## config.mk

```make
export PLATFORM = sky130hd
export DESIGN_NAME = shortest_queue_dispatcher
export DESIGN_NICKNAME = d
export VERILOG_FILES = /design/src/design/sqd_pkg.sv /design/src/design/sqd_fifo.sv /design/src/design/sqd_front.sv /design/src/design/sqd_back.sv /design/src/design/shortest_queue_dispatcher.sv
export SDC_FILE = /design/constraint.sdc
export NUM_CORES = 2
export LEC_CHECK = 0
export ABC_AREA = 0
export BUFFER_PORTS_ARGS = -buffer_cell sky130_fd_sc_hd__buf_2
export CORE_UTILIZATION = 45
export DETAILED_ROUTE_END_ITERATION = 7
export PLACE_DENSITY = 0.7
export SLEW_MARGIN = 20
export SYNTH_ARGS = -nofsm -noshare
export SYNTH_HDL_FRONTEND = slang
export SYNTH_SLANG_ARGS = --single-unit
```

## constraint.sdc

```tcl
create_clock -name clk -period 18.6 [get_ports clk]
set_input_delay 1.86 -clock clk [delete_from_list [all_inputs] [get_ports clk]]
set_output_delay 1.86 -clock clk [all_outputs]
set_load 0.005 [all_outputs]
```

## src/design/sqd_pkg.sv

```systemverilog
// Shared types, constants and codes of the shortest-queue dispatcher.
package sqd_pkg;

	localparam int MAX_SERVERS_DEF = 4;
	localparam int QUEUE_DEPTH_DEF = 3;
	localparam int JOBQ_DEPTH_LOG2 = 1;
	localparam int RPTQ_DEPTH_LOG2 = 2;

	localparam logic [1:0] KIND_ABORT  = 2'd0;
	localparam logic [1:0] KIND_LATE   = 2'd1;
	localparam logic [1:0] KIND_REJECT = 2'd2;

	typedef struct packed {
		logic [15:0] job_id;
		logic [19:0] arrival_time;
		logic [15:0] service_time;
		logic [20:0] deadline_time;
		logic        end_of_stream;
	} job_t;

	typedef struct packed {
		job_t job;
		logic drop;
	} qjob_t;

	typedef struct packed {
		logic [1:0]  report_kind;
		logic [15:0] report_job;
		logic [2:0]  report_server;
		logic [23:0] event_tick;
		logic [23:0] wait_ticks;
		logic        last_report;
	} report_t;

	typedef enum logic [2:0] {
		ST_IDLE,
		ST_DRAIN,
		ST_PLACE,
		ST_SHORT,
		ST_DECIDE,
		ST_EOS,
		ST_FINISH
	} seq_state_t;

endpackage

```

## src/design/sqd_fifo.sv

```systemverilog
// Small register FIFO with push/full and pop/empty sides.
module sqd_fifo #(
	parameter int WIDTH      = 8,
	parameter int DEPTH_LOG2 = 1
) (
	input  logic             clk,
	input  logic             arst_n,
	input  logic             push,
	output logic             full,
	input  logic [WIDTH-1:0] din,
	input  logic             pop,
	output logic             empty,
	output logic [WIDTH-1:0] dout
);
	localparam int DEPTH = 1 << DEPTH_LOG2;

	logic [WIDTH-1:0]    mem_q [DEPTH];
	logic [DEPTH_LOG2:0] wr_q, rd_q;

	assign empty = (wr_q == rd_q);
	assign full  = (wr_q[DEPTH_LOG2] != rd_q[DEPTH_LOG2]) &&
		(wr_q[DEPTH_LOG2-1:0] == rd_q[DEPTH_LOG2-1:0]);
	assign dout  = mem_q[rd_q[DEPTH_LOG2-1:0]];

	always_ff @(posedge clk or negedge arst_n) begin
		if (!arst_n) begin
			wr_q <= '0;
			rd_q <= '0;
		end else begin
			if (push && !full) wr_q <= wr_q + 1'b1;
			if (pop && !empty) rd_q <= rd_q + 1'b1;
		end
	end

	always_ff @(posedge clk) begin
		if (push && !full) mem_q[wr_q[DEPTH_LOG2-1:0]] <= din;
	end

endmodule

```

## src/design/sqd_front.sv

```systemverilog
// Front end: accepts jobs, flags hopeless ones, buffers them for the sequencer.
module sqd_front import sqd_pkg::*; (
	input  logic  clk,
	input  logic  arst_n,
	input  logic  push,
	output logic  full,
	input  job_t  job,
	input  logic  jq_pop,
	output logic  jq_empty,
	output qjob_t jq_data
);
	qjob_t     entry;
	logic [20:0] fin_min;

	// earliest possible completion; a job past its deadline even then is dropped
	assign fin_min     = {1'b0, job.arrival_time} + 21'(job.service_time);
	assign entry.job   = job;
	assign entry.drop  = (job.deadline_time < {1'b0, job.arrival_time}) ||
		(job.deadline_time < fin_min);

	sqd_fifo #(
		.WIDTH      ($bits(qjob_t)),
		.DEPTH_LOG2 (JOBQ_DEPTH_LOG2)
	) u_jobq (
		.clk    (clk),
		.arst_n (arst_n),
		.push   (push),
		.full   (full),
		.din    (entry),
		.pop    (jq_pop),
		.empty  (jq_empty),
		.dout   (jq_data)
	);

endmodule

```

## src/design/sqd_back.sv

```systemverilog
// Back end: per-server state, per-server job FIFOs and the dispatch sequencer.
module sqd_back import sqd_pkg::*; #(
	parameter int MAX_SERVERS = MAX_SERVERS_DEF,
	parameter int QUEUE_DEPTH = QUEUE_DEPTH_DEF
) (
	input  logic       clk,
	input  logic       arst_n,
	input  logic       cfg_we,
	input  logic [2:0] cfg_data,
	input  logic       jq_empty,
	input  qjob_t      jq_data,
	output logic       jq_pop,
	output logic       rpt_push,
	input  logic       rpt_full,
	output report_t    rpt_data
);
	localparam int SRV_W  = (MAX_SERVERS > 1) ? $clog2(MAX_SERVERS) : 1;
	localparam int SCN_W  = $clog2(MAX_SERVERS + 1);
	localparam int HEAD_W = (QUEUE_DEPTH > 1) ? $clog2(QUEUE_DEPTH) : 1;
	localparam int CNT_W  = $clog2(QUEUE_DEPTH + 1);
	localparam int SLOTS  = MAX_SERVERS * QUEUE_DEPTH;
	localparam int SLOT_W = (SLOTS > 1) ? $clog2(SLOTS) : 1;

	function automatic logic [23:0] sat_add(input logic [23:0] a, input logic [23:0] b);
		logic [24:0] s;
		s = {1'b0, a} + {1'b0, b};
		return s[24] ? 24'hFFFFFF : s[23:0];
	endfunction

	seq_state_t st_q, st_d;
	logic [2:0]       cfg_q;
	logic [SCN_W-1:0] active, c_q;
	logic [SRV_W-1:0] ci, best_q;
	logic [23:0]      busy_q [MAX_SERVERS];
	logic [CNT_W-1:0] cnt_q  [MAX_SERVERS];
	logic [HEAD_W-1:0] head_q [MAX_SERVERS];
	logic [15:0] q_id_q  [SLOTS];
	logic [19:0] q_arr_q [SLOTS];
	logic [15:0] q_svc_q [SLOTS];
	logic [20:0] q_dl_q  [SLOTS];
	qjob_t       job_q;
	report_t     held_q, rep_new;
	logic        held_v_q;

	logic go, at_end, serve, do_place, do_enq, emit;
	logic c_inc, c_clr, c_one, best_upd, ld_job;
	logic [SLOT_W-1:0] hslot, eslot;
	logic [23:0] arr24, start, fin, pfin, hwait;
	logic        abort, late, plate;
	logic [HEAD_W-1:0] head_nxt, tpos;
	logic [HEAD_W:0]   tsum;

	always_comb begin
		if (cfg_q == 3'd0)                 active = SCN_W'(1);
		else if (int'(cfg_q) > MAX_SERVERS) active = SCN_W'(MAX_SERVERS);
		else                                active = SCN_W'(cfg_q);
	end

	assign ci     = c_q[SRV_W-1:0];
	assign at_end = (c_q >= active);
	assign go     = !rpt_full;
	assign arr24  = {4'd0, job_q.job.arrival_time};

	// head of the scanned server's queue
	assign hslot = SLOT_W'(int'(ci) * QUEUE_DEPTH + int'(head_q[ci]));
	assign start = busy_q[ci];
	assign abort = {3'd0, q_dl_q[hslot]} < start;
	assign fin   = sat_add(start, {8'd0, q_svc_q[hslot]});
	assign late  = {3'd0, q_dl_q[hslot]} < fin;
	assign hwait = (start > {4'd0, q_arr_q[hslot]}) ? start - {4'd0, q_arr_q[hslot]} : '0;
	assign head_nxt = (int'(head_q[ci]) + 1 >= QUEUE_DEPTH) ? '0 : head_q[ci] + 1'b1;

	// new job started at once
	assign pfin  = sat_add(arr24, {8'd0, job_q.job.service_time});
	assign plate = {3'd0, job_q.job.deadline_time} < pfin;

	// tail slot of the chosen queue
	assign tsum  = {1'b0, head_q[best_q]} + (HEAD_W+1)'(cnt_q[best_q]);
	assign tpos  = (int'(tsum) >= QUEUE_DEPTH) ? HEAD_W'(int'(tsum) - QUEUE_DEPTH) :
		tsum[HEAD_W-1:0];
	assign eslot = SLOT_W'(int'(best_q) * QUEUE_DEPTH + int'(tpos));

	always_comb begin
		st_d     = st_q;
		serve    = 1'b0;
		do_place = 1'b0;
		do_enq   = 1'b0;
		emit     = 1'b0;
		c_inc    = 1'b0;
		c_clr    = 1'b0;
		c_one    = 1'b0;
		best_upd = 1'b0;
		ld_job   = 1'b0;
		rep_new  = '0;
		rep_new.report_job    = q_id_q[hslot];
		rep_new.report_server = 3'(int'(ci) + 1);
		rep_new.wait_ticks    = hwait;
		if (abort) begin
			rep_new.report_kind = KIND_ABORT;
			rep_new.event_tick  = start;
		end else begin
			rep_new.report_kind = KIND_LATE;
			rep_new.event_tick  = fin;
		end
		case (st_q)
			ST_IDLE: begin
				if (!jq_empty) begin
					ld_job = 1'b1;
					c_clr  = 1'b1;
					st_d   = jq_data.drop ? ST_EOS : ST_DRAIN;
				end
			end
			ST_DRAIN: if (go) begin
				if (at_end) begin
					c_clr = 1'b1;
					st_d  = ST_PLACE;
				end else if (cnt_q[ci] != '0 && busy_q[ci] <= arr24) begin
					serve = 1'b1;
					emit  = abort || late;
				end else begin
					c_inc = 1'b1;
				end
			end
			ST_PLACE: if (go) begin
				if (at_end) begin
					c_one = 1'b1;
					st_d  = ST_SHORT;
				end else if (busy_q[ci] <= arr24) begin
					do_place = 1'b1;
					emit     = plate;
					rep_new.report_kind = KIND_LATE;
					rep_new.report_job  = job_q.job.job_id;
					rep_new.event_tick  = pfin;
					rep_new.wait_ticks  = '0;
					c_clr = 1'b1;
					st_d  = ST_EOS;
				end else begin
					c_inc = 1'b1;
				end
			end
			ST_SHORT: begin
				if (at_end) begin
					st_d = ST_DECIDE;
				end else begin
					best_upd = (cnt_q[ci] < cnt_q[best_q]);
					c_inc    = 1'b1;
				end
			end
			ST_DECIDE: if (go) begin
				if (int'(cnt_q[best_q]) >= QUEUE_DEPTH) begin
					emit = 1'b1;
					rep_new.report_kind   = KIND_REJECT;
					rep_new.report_job    = job_q.job.job_id;
					rep_new.report_server = '0;
					rep_new.event_tick    = arr24;
					rep_new.wait_ticks    = '0;
				end else begin
					do_enq = 1'b1;
				end
				c_clr = 1'b1;
				st_d  = ST_EOS;
			end
			ST_EOS: if (go) begin
				if (!job_q.job.end_of_stream || at_end) begin
					st_d = ST_FINISH;
				end else if (cnt_q[ci] != '0) begin
					serve = 1'b1;
					emit  = abort || late;
				end else begin
					c_inc = 1'b1;
				end
			end
			ST_FINISH: if (go) begin
				st_d = ST_IDLE;
			end
			default: st_d = ST_IDLE;
		endcase
	end

	assign jq_pop   = ld_job;
	// one report is held back so the last one of a job can be flagged
	assign rpt_push = go && held_v_q && (emit || st_q == ST_FINISH);
	always_comb begin
		rpt_data = held_q;
		rpt_data.last_report = (st_q == ST_FINISH);
	end

	always_ff @(posedge clk or negedge arst_n) begin
		if (!arst_n) begin
			st_q     <= ST_IDLE;
			cfg_q    <= 3'd1;
			c_q      <= '0;
			best_q   <= '0;
			held_v_q <= 1'b0;
			for (int i = 0; i < MAX_SERVERS; i++) begin
				busy_q[i] <= '0;
				cnt_q[i]  <= '0;
				head_q[i] <= '0;
			end
		end else begin
			st_q <= st_d;
			if (cfg_we) cfg_q <= cfg_data;
			if (c_clr)      c_q <= '0;
			else if (c_one) c_q <= SCN_W'(1);
			else if (c_inc) c_q <= c_q + 1'b1;
			if (c_one)         best_q <= '0;
			else if (best_upd) best_q <= ci;
			if (emit)                             held_v_q <= 1'b1;
			else if (st_q == ST_FINISH && go)     held_v_q <= 1'b0;
			if (serve) begin
				head_q[ci] <= head_nxt;
				cnt_q[ci]  <= cnt_q[ci] - 1'b1;
				if (!abort) busy_q[ci] <= fin;
			end
			if (do_place) busy_q[ci] <= pfin;
			if (do_enq) cnt_q[best_q] <= cnt_q[best_q] + 1'b1;
		end
	end

	always_ff @(posedge clk) begin
		if (ld_job) job_q <= jq_data;
		if (emit) held_q <= rep_new;
		if (do_enq) begin
			q_id_q[eslot]  <= job_q.job.job_id;
			q_arr_q[eslot] <= job_q.job.arrival_time;
			q_svc_q[eslot] <= job_q.job.service_time;
			q_dl_q[eslot]  <= job_q.job.deadline_time;
		end
	end

`ifndef SYNTHESIS
	a_no_push_full: assert property (@(posedge clk) disable iff (!arst_n)
		rpt_push |-> !rpt_full) else $error("report pushed into full queue");
	a_cnt_bound: assert property (@(posedge clk) disable iff (!arst_n)
		int'(cnt_q[0]) <= QUEUE_DEPTH) else $error("server queue overfilled");
	a_busy_mono: assert property (@(posedge clk) disable iff (!arst_n)
		1'b1 |=> busy_q[0] >= $past(busy_q[0])) else $error("busy time went back");
	a_finish_flush: assert property (@(posedge clk) disable iff (!arst_n)
		(st_q == ST_FINISH && go) |=> !held_v_q && st_q == ST_IDLE)
		else $error("held report not flushed at job end");
`endif

endmodule

```

## src/design/shortest_queue_dispatcher.sv

```systemverilog
// Top level of the join-shortest-queue job dispatcher with deadlines.
//
// Usage:
//   Jobs enter on the job port: a transaction completes when push is high and
//   full is low. Reports leave on the report port: while empty is low the
//   oldest report is shown, and pop high takes it. cfg_we writes server_count
//   (0 acts as 1, values above MAX_SERVERS act as MAX_SERVERS); write it only
//   while no job is in flight.
// Flow:
//   A job goes through a two-entry input queue into a sequencer that works on
//   one job at a time. The sequencer scans the servers one per cycle while the
//   report queue has room: it serves due queued jobs, places the job on a free
//   server, else enqueues it on the shortest queue or rejects it, and with
//   end_of_stream set drains every queue; each served job gives at most one
//   report. A dropped job goes straight to the final drain. A report is held
//   until the job's next report or its last cycle, then enters the report queue.
// Reset: all servers free, all queues empty, server_count = 1.
// Stall: while the four-entry report queue is full the sequencer holds but in
//   idle and the queue scan; the input queue takes jobs until full rises.
module shortest_queue_dispatcher import sqd_pkg::*; #(
	parameter int MAX_SERVERS = MAX_SERVERS_DEF,
	parameter int QUEUE_DEPTH = QUEUE_DEPTH_DEF
) (
	input  logic       clk,
	input  logic       arst_n,
	input  logic       push,
	output logic       full,
	input  job_t       job,
	input  logic       pop,
	output logic       empty,
	output report_t    report,
	input  logic       cfg_we,
	input  logic [2:0] cfg_data
);
	logic    jq_pop, jq_empty;
	qjob_t   jq_data;
	logic    rpt_push, rpt_full;
	report_t rpt_data;

	// front: job intake and deadline screen
	sqd_front u_front (
		.clk      (clk),
		.arst_n   (arst_n),
		.push     (push),
		.full     (full),
		.job      (job),
		.jq_pop   (jq_pop),
		.jq_empty (jq_empty),
		.jq_data  (jq_data)
	);

	// back: drain, place, enqueue or reject, final drain
	sqd_back #(
		.MAX_SERVERS (MAX_SERVERS),
		.QUEUE_DEPTH (QUEUE_DEPTH)
	) u_back (
		.clk      (clk),
		.arst_n   (arst_n),
		.cfg_we   (cfg_we),
		.cfg_data (cfg_data),
		.jq_empty (jq_empty),
		.jq_data  (jq_data),
		.jq_pop   (jq_pop),
		.rpt_push (rpt_push),
		.rpt_full (rpt_full),
		.rpt_data (rpt_data)
	);

	// report queue decouples the sequencer from the consumer
	sqd_fifo #(
		.WIDTH      ($bits(report_t)),
		.DEPTH_LOG2 (RPTQ_DEPTH_LOG2)
	) u_rptq (
		.clk    (clk),
		.arst_n (arst_n),
		.push   (rpt_push),
		.full   (rpt_full),
		.din    (rpt_data),
		.pop    (pop),
		.empty  (empty),
		.dout   (report)
	);

endmodule
```

Word level (Yosys, flattened, before mapping)
Memories as Yosys holds them, arrays and structs flattened.
Cells that the tools add are included.
- bits in writable memories: 1306
- input bits: 82
- word-level logic and storage cells: 249
- output and inout bits: 72
- register bits after elaboration: 277
- memories kept: 6
- memory list (name ; depth ; bits a word ; read ports ; clocked after Yosys merged registers in ; write ports ; line ; source):
    u_rptq.mem_q ; 4 ; 70 ; 1 ; 0 ; 1 ; sqd_fifo.sv:17 ; logic [WIDTH-1:0] mem_q [DEPTH];
    u_back.q_dl_q ; 12 ; 21 ; 1 ; 0 ; 1 ; sqd_back.sv:40 ; logic [20:0] q_dl_q [SLOTS];
    u_back.q_arr_q ; 12 ; 20 ; 1 ; 0 ; 1 ; sqd_back.sv:38 ; logic [19:0] q_arr_q [SLOTS];
    u_back.q_id_q ; 12 ; 16 ; 1 ; 0 ; 1 ; sqd_back.sv:37 ; logic [15:0] q_id_q [SLOTS];
    u_back.q_svc_q ; 12 ; 16 ; 1 ; 0 ; 1 ; sqd_back.sv:39 ; logic [15:0] q_svc_q [SLOTS];
    u_front.u_jobq.mem_q ; 2 ; 75 ; 1 ; 0 ; 1 ; sqd_fifo.sv:17 ;
- mux-type cells: 123
- $add $sub $neg: 18
- equal/unequal tests: 22
- reduce and logical (&&, ||, !) cells: 28
- magnitude comparators: 17
- bitwise operators: 2
- $mul: 2
- operator list (cell ; count):
    $mux 96 ; 3
    $bwmux 96 ; 2
    $mux 24 ; 7
    $mux 48 ; 3
    $mux 69 ; 2
    $pmux 48 s2 ; 1
    $lt 21x24->1 ; 3
    $mux 3 ; 18
    $mux 1 ; 51
    $bmux 24 s2 ; 1
    $demux 24 s2 ; 1
    $add 20x16->21 ; 2
    $mux 18 ; 2
    $pmux 18 s2 ; 1
    $ge 32x3->1 const B ; 1
    $mux 2 ; 14
    $add 24x16->25 ; 1
    $bwmux 8 ; 3
    $gt 24x20->1 ; 1
    $le 24x20->1 ; 1
    $sub 24x20->24 ; 1
    $lt 21x20->1 ; 1
    $lt 21x21->1 ; 1
    $pmux 3 s7 ; 1
    39 further kinds ; 90

Longest topological paths before layout
An unclocked memory read counts as a cell.
- depth in word-level cells: 19
- gate-level depth with buffers: 36
- mapped depth without buffers: 29

By module
A second synthesis with hierarchy kept.
- cell total of the unflattened synthesis: 3908
- area, all modules: 67658.6 um2
- by module, submodules not included (module ; times used ; cells an instance ; seq. area each (um2) ; area an instance (um2)):
    sqd_back ; 1 ; 3001 ; 33703.6 ; 49616.3
    sqd_fifo at u_rptq ; 1 ; 414 ; 8558.2 ; 10570.1
    sqd_fifo at u_front.u_jobq ; 1 ; 261 ; 4604.4 ; 5716.7
    sqd_front ; 1 ; 232 ; 0.0 ; 1755.4

Worst setup path before layout
Ideal clock, no wire load.
- kind: flip-flop to flip-flop
- from: register u_back.c_q[0]
- to: memory u_rptq.mem_q[3][0] (netlist name), enable pin
- slack: 8.699 ns
- period minus slack after synthesis: 9.901 ns
- path buffers: 7
- library setup time: 0.437 ns
- cell stages (with the launch flop): 33
- data required time: 18.163 ns
- data arrival time: 9.464 ns
- cell sequence: dfrtp_1 buf_6 buf_2 buf_1 mux4_2 ha_1 clkbuf_1 clkbuf_1 buf_1 mux4_2 nand2_1 o21ai_0 ha_1 inv_1 fa_1 nand2b_1 a21o_1 a21oi_1 a311o_1 a21o_1 clkbuf_1 nand2_1 nand2_1 inv_1 ha_1 a21oi_1 o21ai_0 a221oi_1 o211ai_1 a31oi_1 o31ai_1 a31oi_2 and2_1
- word-level cells in the longest chain between the ends: 19
- elaborated cells between the ends (all ways): 39
- those cells by class: add/sub: 2; mul: 1; order compare: 4; mux: 22; bitwise: 1; reduce/logical: 7; memory: 2
- RTL lines (element ; line ; source):
    start: declaration ; sqd_back.sv:32 ; logic [SCN_W-1:0] active, c_q;
    start signal: assignment ; sqd_back.sv:205 ; else if (c_inc) c_q <= c_q + 1'b1;
    parallel branches: the longest is 13 deep, another holds $add 24x16->25 ; -- ;
    $pmux 1 s4 (*) ; sqd_back.sv:105 ; case (st_q)
    $logic_or 1x1->1 (*) ; sqd_back.sv:182 ; assign rpt_push = go && held_v_q && (emit || st_q == ST_FINISH);
    $logic_and 1x1->1 (*) ; sqd_back.sv:182 ;
    $logic_and 1x1->1 (*) ; sqd_fifo.sv:36 ; if (push && !full) mem_q[wr_q[DEPTH_LOG2-1:0]] <= din;
    $mux 1 (*) ; sqd_fifo.sv:36 ;
    $mux 1 (not written as such) (*) ; sqd_fifo.sv:36 ;
    end: declaration ; sqd_fifo.sv:17 ;
Mark *: on every way between the ends. The select of a mux whose other input is x is not followed.

Worst setup path after layout
- from: register u_back.c_q[0]
- to: register u_rptq.wr_q[2]
- word-level cells in the longest chain between the ends: 17
- elaborated cells between the ends (all ways): 37
- those cells by class: add/sub: 2; mul: 1; order compare: 4; mux: 20; bitwise: 1; reduce/logical: 7; memory: 2
- RTL lines (element ; line ; source):
    parallel branches: the longest is 13 deep, another holds $add 24x16->25 ; -- ;
    $pmux 1 s4 (*) ; sqd_back.sv:105 ;
    $logic_or 1x1->1 (*) ; sqd_back.sv:182 ;
    $logic_and 1x1->1 (*) ; sqd_back.sv:182 ;
    $logic_and 1x1->1 (*) ; sqd_fifo.sv:30 ; if (push && !full) wr_q <= wr_q + 1'b1;
    end signal: assignment ; sqd_fifo.sv:30 ;
    end: declaration ; sqd_fifo.sv:18 ; logic [DEPTH_LOG2:0] wr_q, rd_q;
Marks and branches as above.
A chain may end at the register's enable or synchronous reset.

==> metrics.log <==
INFO  metric cts.sinks = 1,583
INFO  metric i_o_buffers = 153
INFO  metric finalSetupViolCount = 0
INFO  metric dr.first_iter.drc_count = 4,230
INFO  metric syn_nets = 4,176
INFO  metric detail_route.first_pass.iterations = 7
INFO  metric cap_violations = 0
INFO  metric gp_congestion = 0.9530
INFO  metric report.final.slew_viol_count = 0
INFO  metric max-slew-margin-rel = 16.04%
INFO  metric worst_skew_pair.late_latency = 0.82 ns
INFO  metric yosys_register_bits = 1,583
INFO  metric timing_hold_violations_final = 0
INFO  metric clock_h_tree_levels = 4
INFO  metric yosysSeqAreaShare = 69.70%
INFO  metric number_of_nets_still_failing_antenna_checks_after_routing = 0
INFO  metric finalNetCount = 4,384
INFO  metric synth_enable_flop_cells = 1,449
INFO  metric max_freq = 0.09615 GHz
INFO  metric cts-root-to-sink-buffers = 3
INFO  metric post_cts_resize_count = 0
INFO  metric synth_flop_cell = edfxtp_1
INFO  metric maximum_number_of_pins_on_one_net_before_global_route_repair = 106
INFO  metric worstPathRequired = 19.23 ns
INFO  metric chipHeight = 388.5 um
INFO  metric post-dp-hpwl = 98,760 um
INFO  metric timing.hold.worst.class = register to register
INFO  metric criticalPathCategory = register to register
INFO  metric top_level_ports = 154
INFO  metric synth.distinct_cells = 77
INFO  metric most-common-layout-cells = 1,449 x edfxtp_1, 319 x mux4_2, 212 x nand2_1
INFO  metric grt_setup_unrepaired = no
INFO  metric post-route-period-util = 55.92%
INFO  metric worstMarginPinSlew = 1.224 ns
INFO  metric globalRoute.totalOverflow = 0
INFO  metric layout-area-overhead-vs-synth = 12.30%
INFO  metric start_util = 45.43%
INFO  metric post-route-drc-count = 0
INFO  metric postSynth.asyncResetShare = 8.465%
INFO  metric tritoncts_clock_tree = done
INFO  metric wire_per_inst = 25.85 um
INFO  metric endpoint_kind = register
INFO  metric status = complete, no violations
INFO  metric postCtsSetupRepairBufs = 0
INFO  metric postCtsHoldBufs = 0
INFO  metric die_area = 151,000 um2
INFO  metric worst_setup_hold_path_clk_slew = 0.06 ns
INFO  metric critical_path_arrival = 11.03 ns
INFO  metric route.vias.total = 36.56k
INFO  metric mostFrequentLayoutCell = edfxtp_1
INFO  metric placementRows = 141
INFO  metric cts_buffers = 159
INFO  metric fin_worst_skew = 0.05958 ns
INFO  metric worst_setup_sp_type = register
INFO  metric core = 148,000 um2
INFO  metric yosys_warnings = 0
INFO  metric grt_first_pass_wirelength = 234,800 um
INFO  metric syn_inst = 3,873
INFO  metric post_route_cells_drive_above_1_share = 21.42%
INFO  metric cell_area_synth = 67,240 um2
INFO  metric via_count_of_the_first_global_routing_pass = 35.83k
INFO  metric globalRouteTotalUtil = 21.03%
INFO  metric final.setup.tns = 0 ns
INFO  metric routed_wl = 158,800 um
INFO  metric grt_antenna_before_repair = 8
INFO  metric synthesis.area_per_instance = 17.36 um2
INFO  metric die_w = 388.5 um
INFO  metric clock_root_cell = clkbuf_16
INFO  metric route.detailed.vias_per_inst = 5.950
INFO  metric cp_max_fo = 72
INFO  metric final_period_minus_worst_setup_slack = 10.40 ns
## worst max-delay path: stages, from the launching register on
cell and delay [ns]:
dfrtp_2 0.37, buf_4 0.58, mux4_2 0.67, ha_4 0.59, buf_4 0.66, buf_12 0.53, mux4_2 0.58, mux2i_1 0.16
o21ai_0 0.15, ha_1 0.46, o21ai_0 0.11, a21oi_1 0.25, a311o_1 0.33, a21o_1 0.60, a21oi_1 0.15, mux2i_1 0.48
inv_1 0.09, ha_1 0.30, nand3_1 0.09, nor4_1 0.56, o31ai_1 0.25, o211ai_1 0.16, a31oi_1 0.11, o31ai_1 0.54
a31oi_2 0.30, and2_4 0.33, buf_4 0.39, xor2_1 0.25
## sequential cells by signal, summed over array words and instances, names as in the netlist, 8 cells and up, named ones only
signal,cells
u_back.q_arr_q,240
u_back.q_id_q,192
u_front.u_jobq.mem_q,150
u_back.q_dl_q,252
u_back.busy_q,93
u_back.head_q,8
u_rptq.mem_q,280
u_back.rpt_data,69
u_back.job_q,54
u_back.arr24,20
u_back.cnt_q,8
u_back.q_svc_q,192
## final timing paths
path | cells after the start | slack (ns) | endpoint | from
worst max-delay path | 27 | 8.20 | u_rptq.wr_q[2] | u_back.c_q[0]
worst min-delay path | 1 | 0.49 | u_front.u_jobq.wr_q[1] | u_front.u_jobq.wr_q[1]
worst max register to register | 27 | 8.20 | u_rptq.wr_q[2] | u_back.c_q[0]
worst min register to register | 1 | 0.49 | u_front.u_jobq.wr_q[1] | u_front.u_jobq.wr_q[1]
max in group asynchronous | 2 | 16.36 | u_front.u_jobq.rd_q[0] | arst_n
min in group asynchronous | 1 | 1.03 | u_back.cfg_q[1] | arst_n
## logic make-up (layout without fill, tap and decap cells)
logic type / count (synthesis) / count (layout) / share of synthesized area (%)
compound gates: 618 / 618 / 5.590
xor+xnor: 79 / 79 / 1.029
fa+ha+maj: 221 / 221 / 4.213
buf+inv: 275 / 614 / 1.708
flops: 1583 / 1583 / 69.70
mux: 503 / 503 / 13.60
other cells: 0 / 2 / 0
simple gates: 594 / 594 / 4.157
## stage by stage
step	hold slack (ns)	util, %	area (um2)	worst slack, ns	std cells
after detailed placement	0.4721	47.49	70290	8.221	5849
after global routing	0.5045	51.01	75500	7.589	6142
final	0.4867	51.01	75500	8.199	6144
after floorplan	0.4496	-	67240	8.699	3873
after CTS	0.4854	50.98	75460	8.156	6141
after global placement	0.4641	47.49	70290	8.310	5849
## cell type report
type / instances / area [um2]
Antenna cell: 2 / 5.005
Clock buffer: 190 / 4136
Clock inverter: 102 / 1031
Fill cell: 11794 / 72510
Inverter: 115 / 434.2
Multi-Input combinational cell: 2015 / 19380
Sequential cell: 1583 / 46880
Tap cell: 1930 / 2415
Timing Repair Buffer: 207 / 1226
## cell usage after synthesis (all sizes together) (19+ instances only)
master,n,area (um2)
a211oi,19,142.6
a21o,38,285.3
a21oi,166,830.8
a31oi,20,131.4
buf,67,367.9
clkbuf,93,349.1
dfrtp,133,3328
edfxtp,1449,43510
ha,212,2653
inv,114,427.9
mux2,94,1059
mux2i,90,900.9
mux4,319,7184
nand2,215,809.5
nand3,41,205.2
nor2,171,737.0
nor3,40,211.5
o211ai,56,420.4
o21ai,212,1061
xnor2,48,420.4
xor2,31,271.5
## per-layer routing
layer / wire (um) / track usage [%] / part of all wire [%]
met4: 3647 / 6.188 / 2.3
met5: 13 / 0 / 0.0082
met1: 69070 / 31.19 / 43
met2: 71180 / 31.33 / 45
met3: 14910 / 4.404 / 9.4
Power is not shown: default switching activity piles up to over one toggle a cycle in this logic, so the estimate is an artifact.
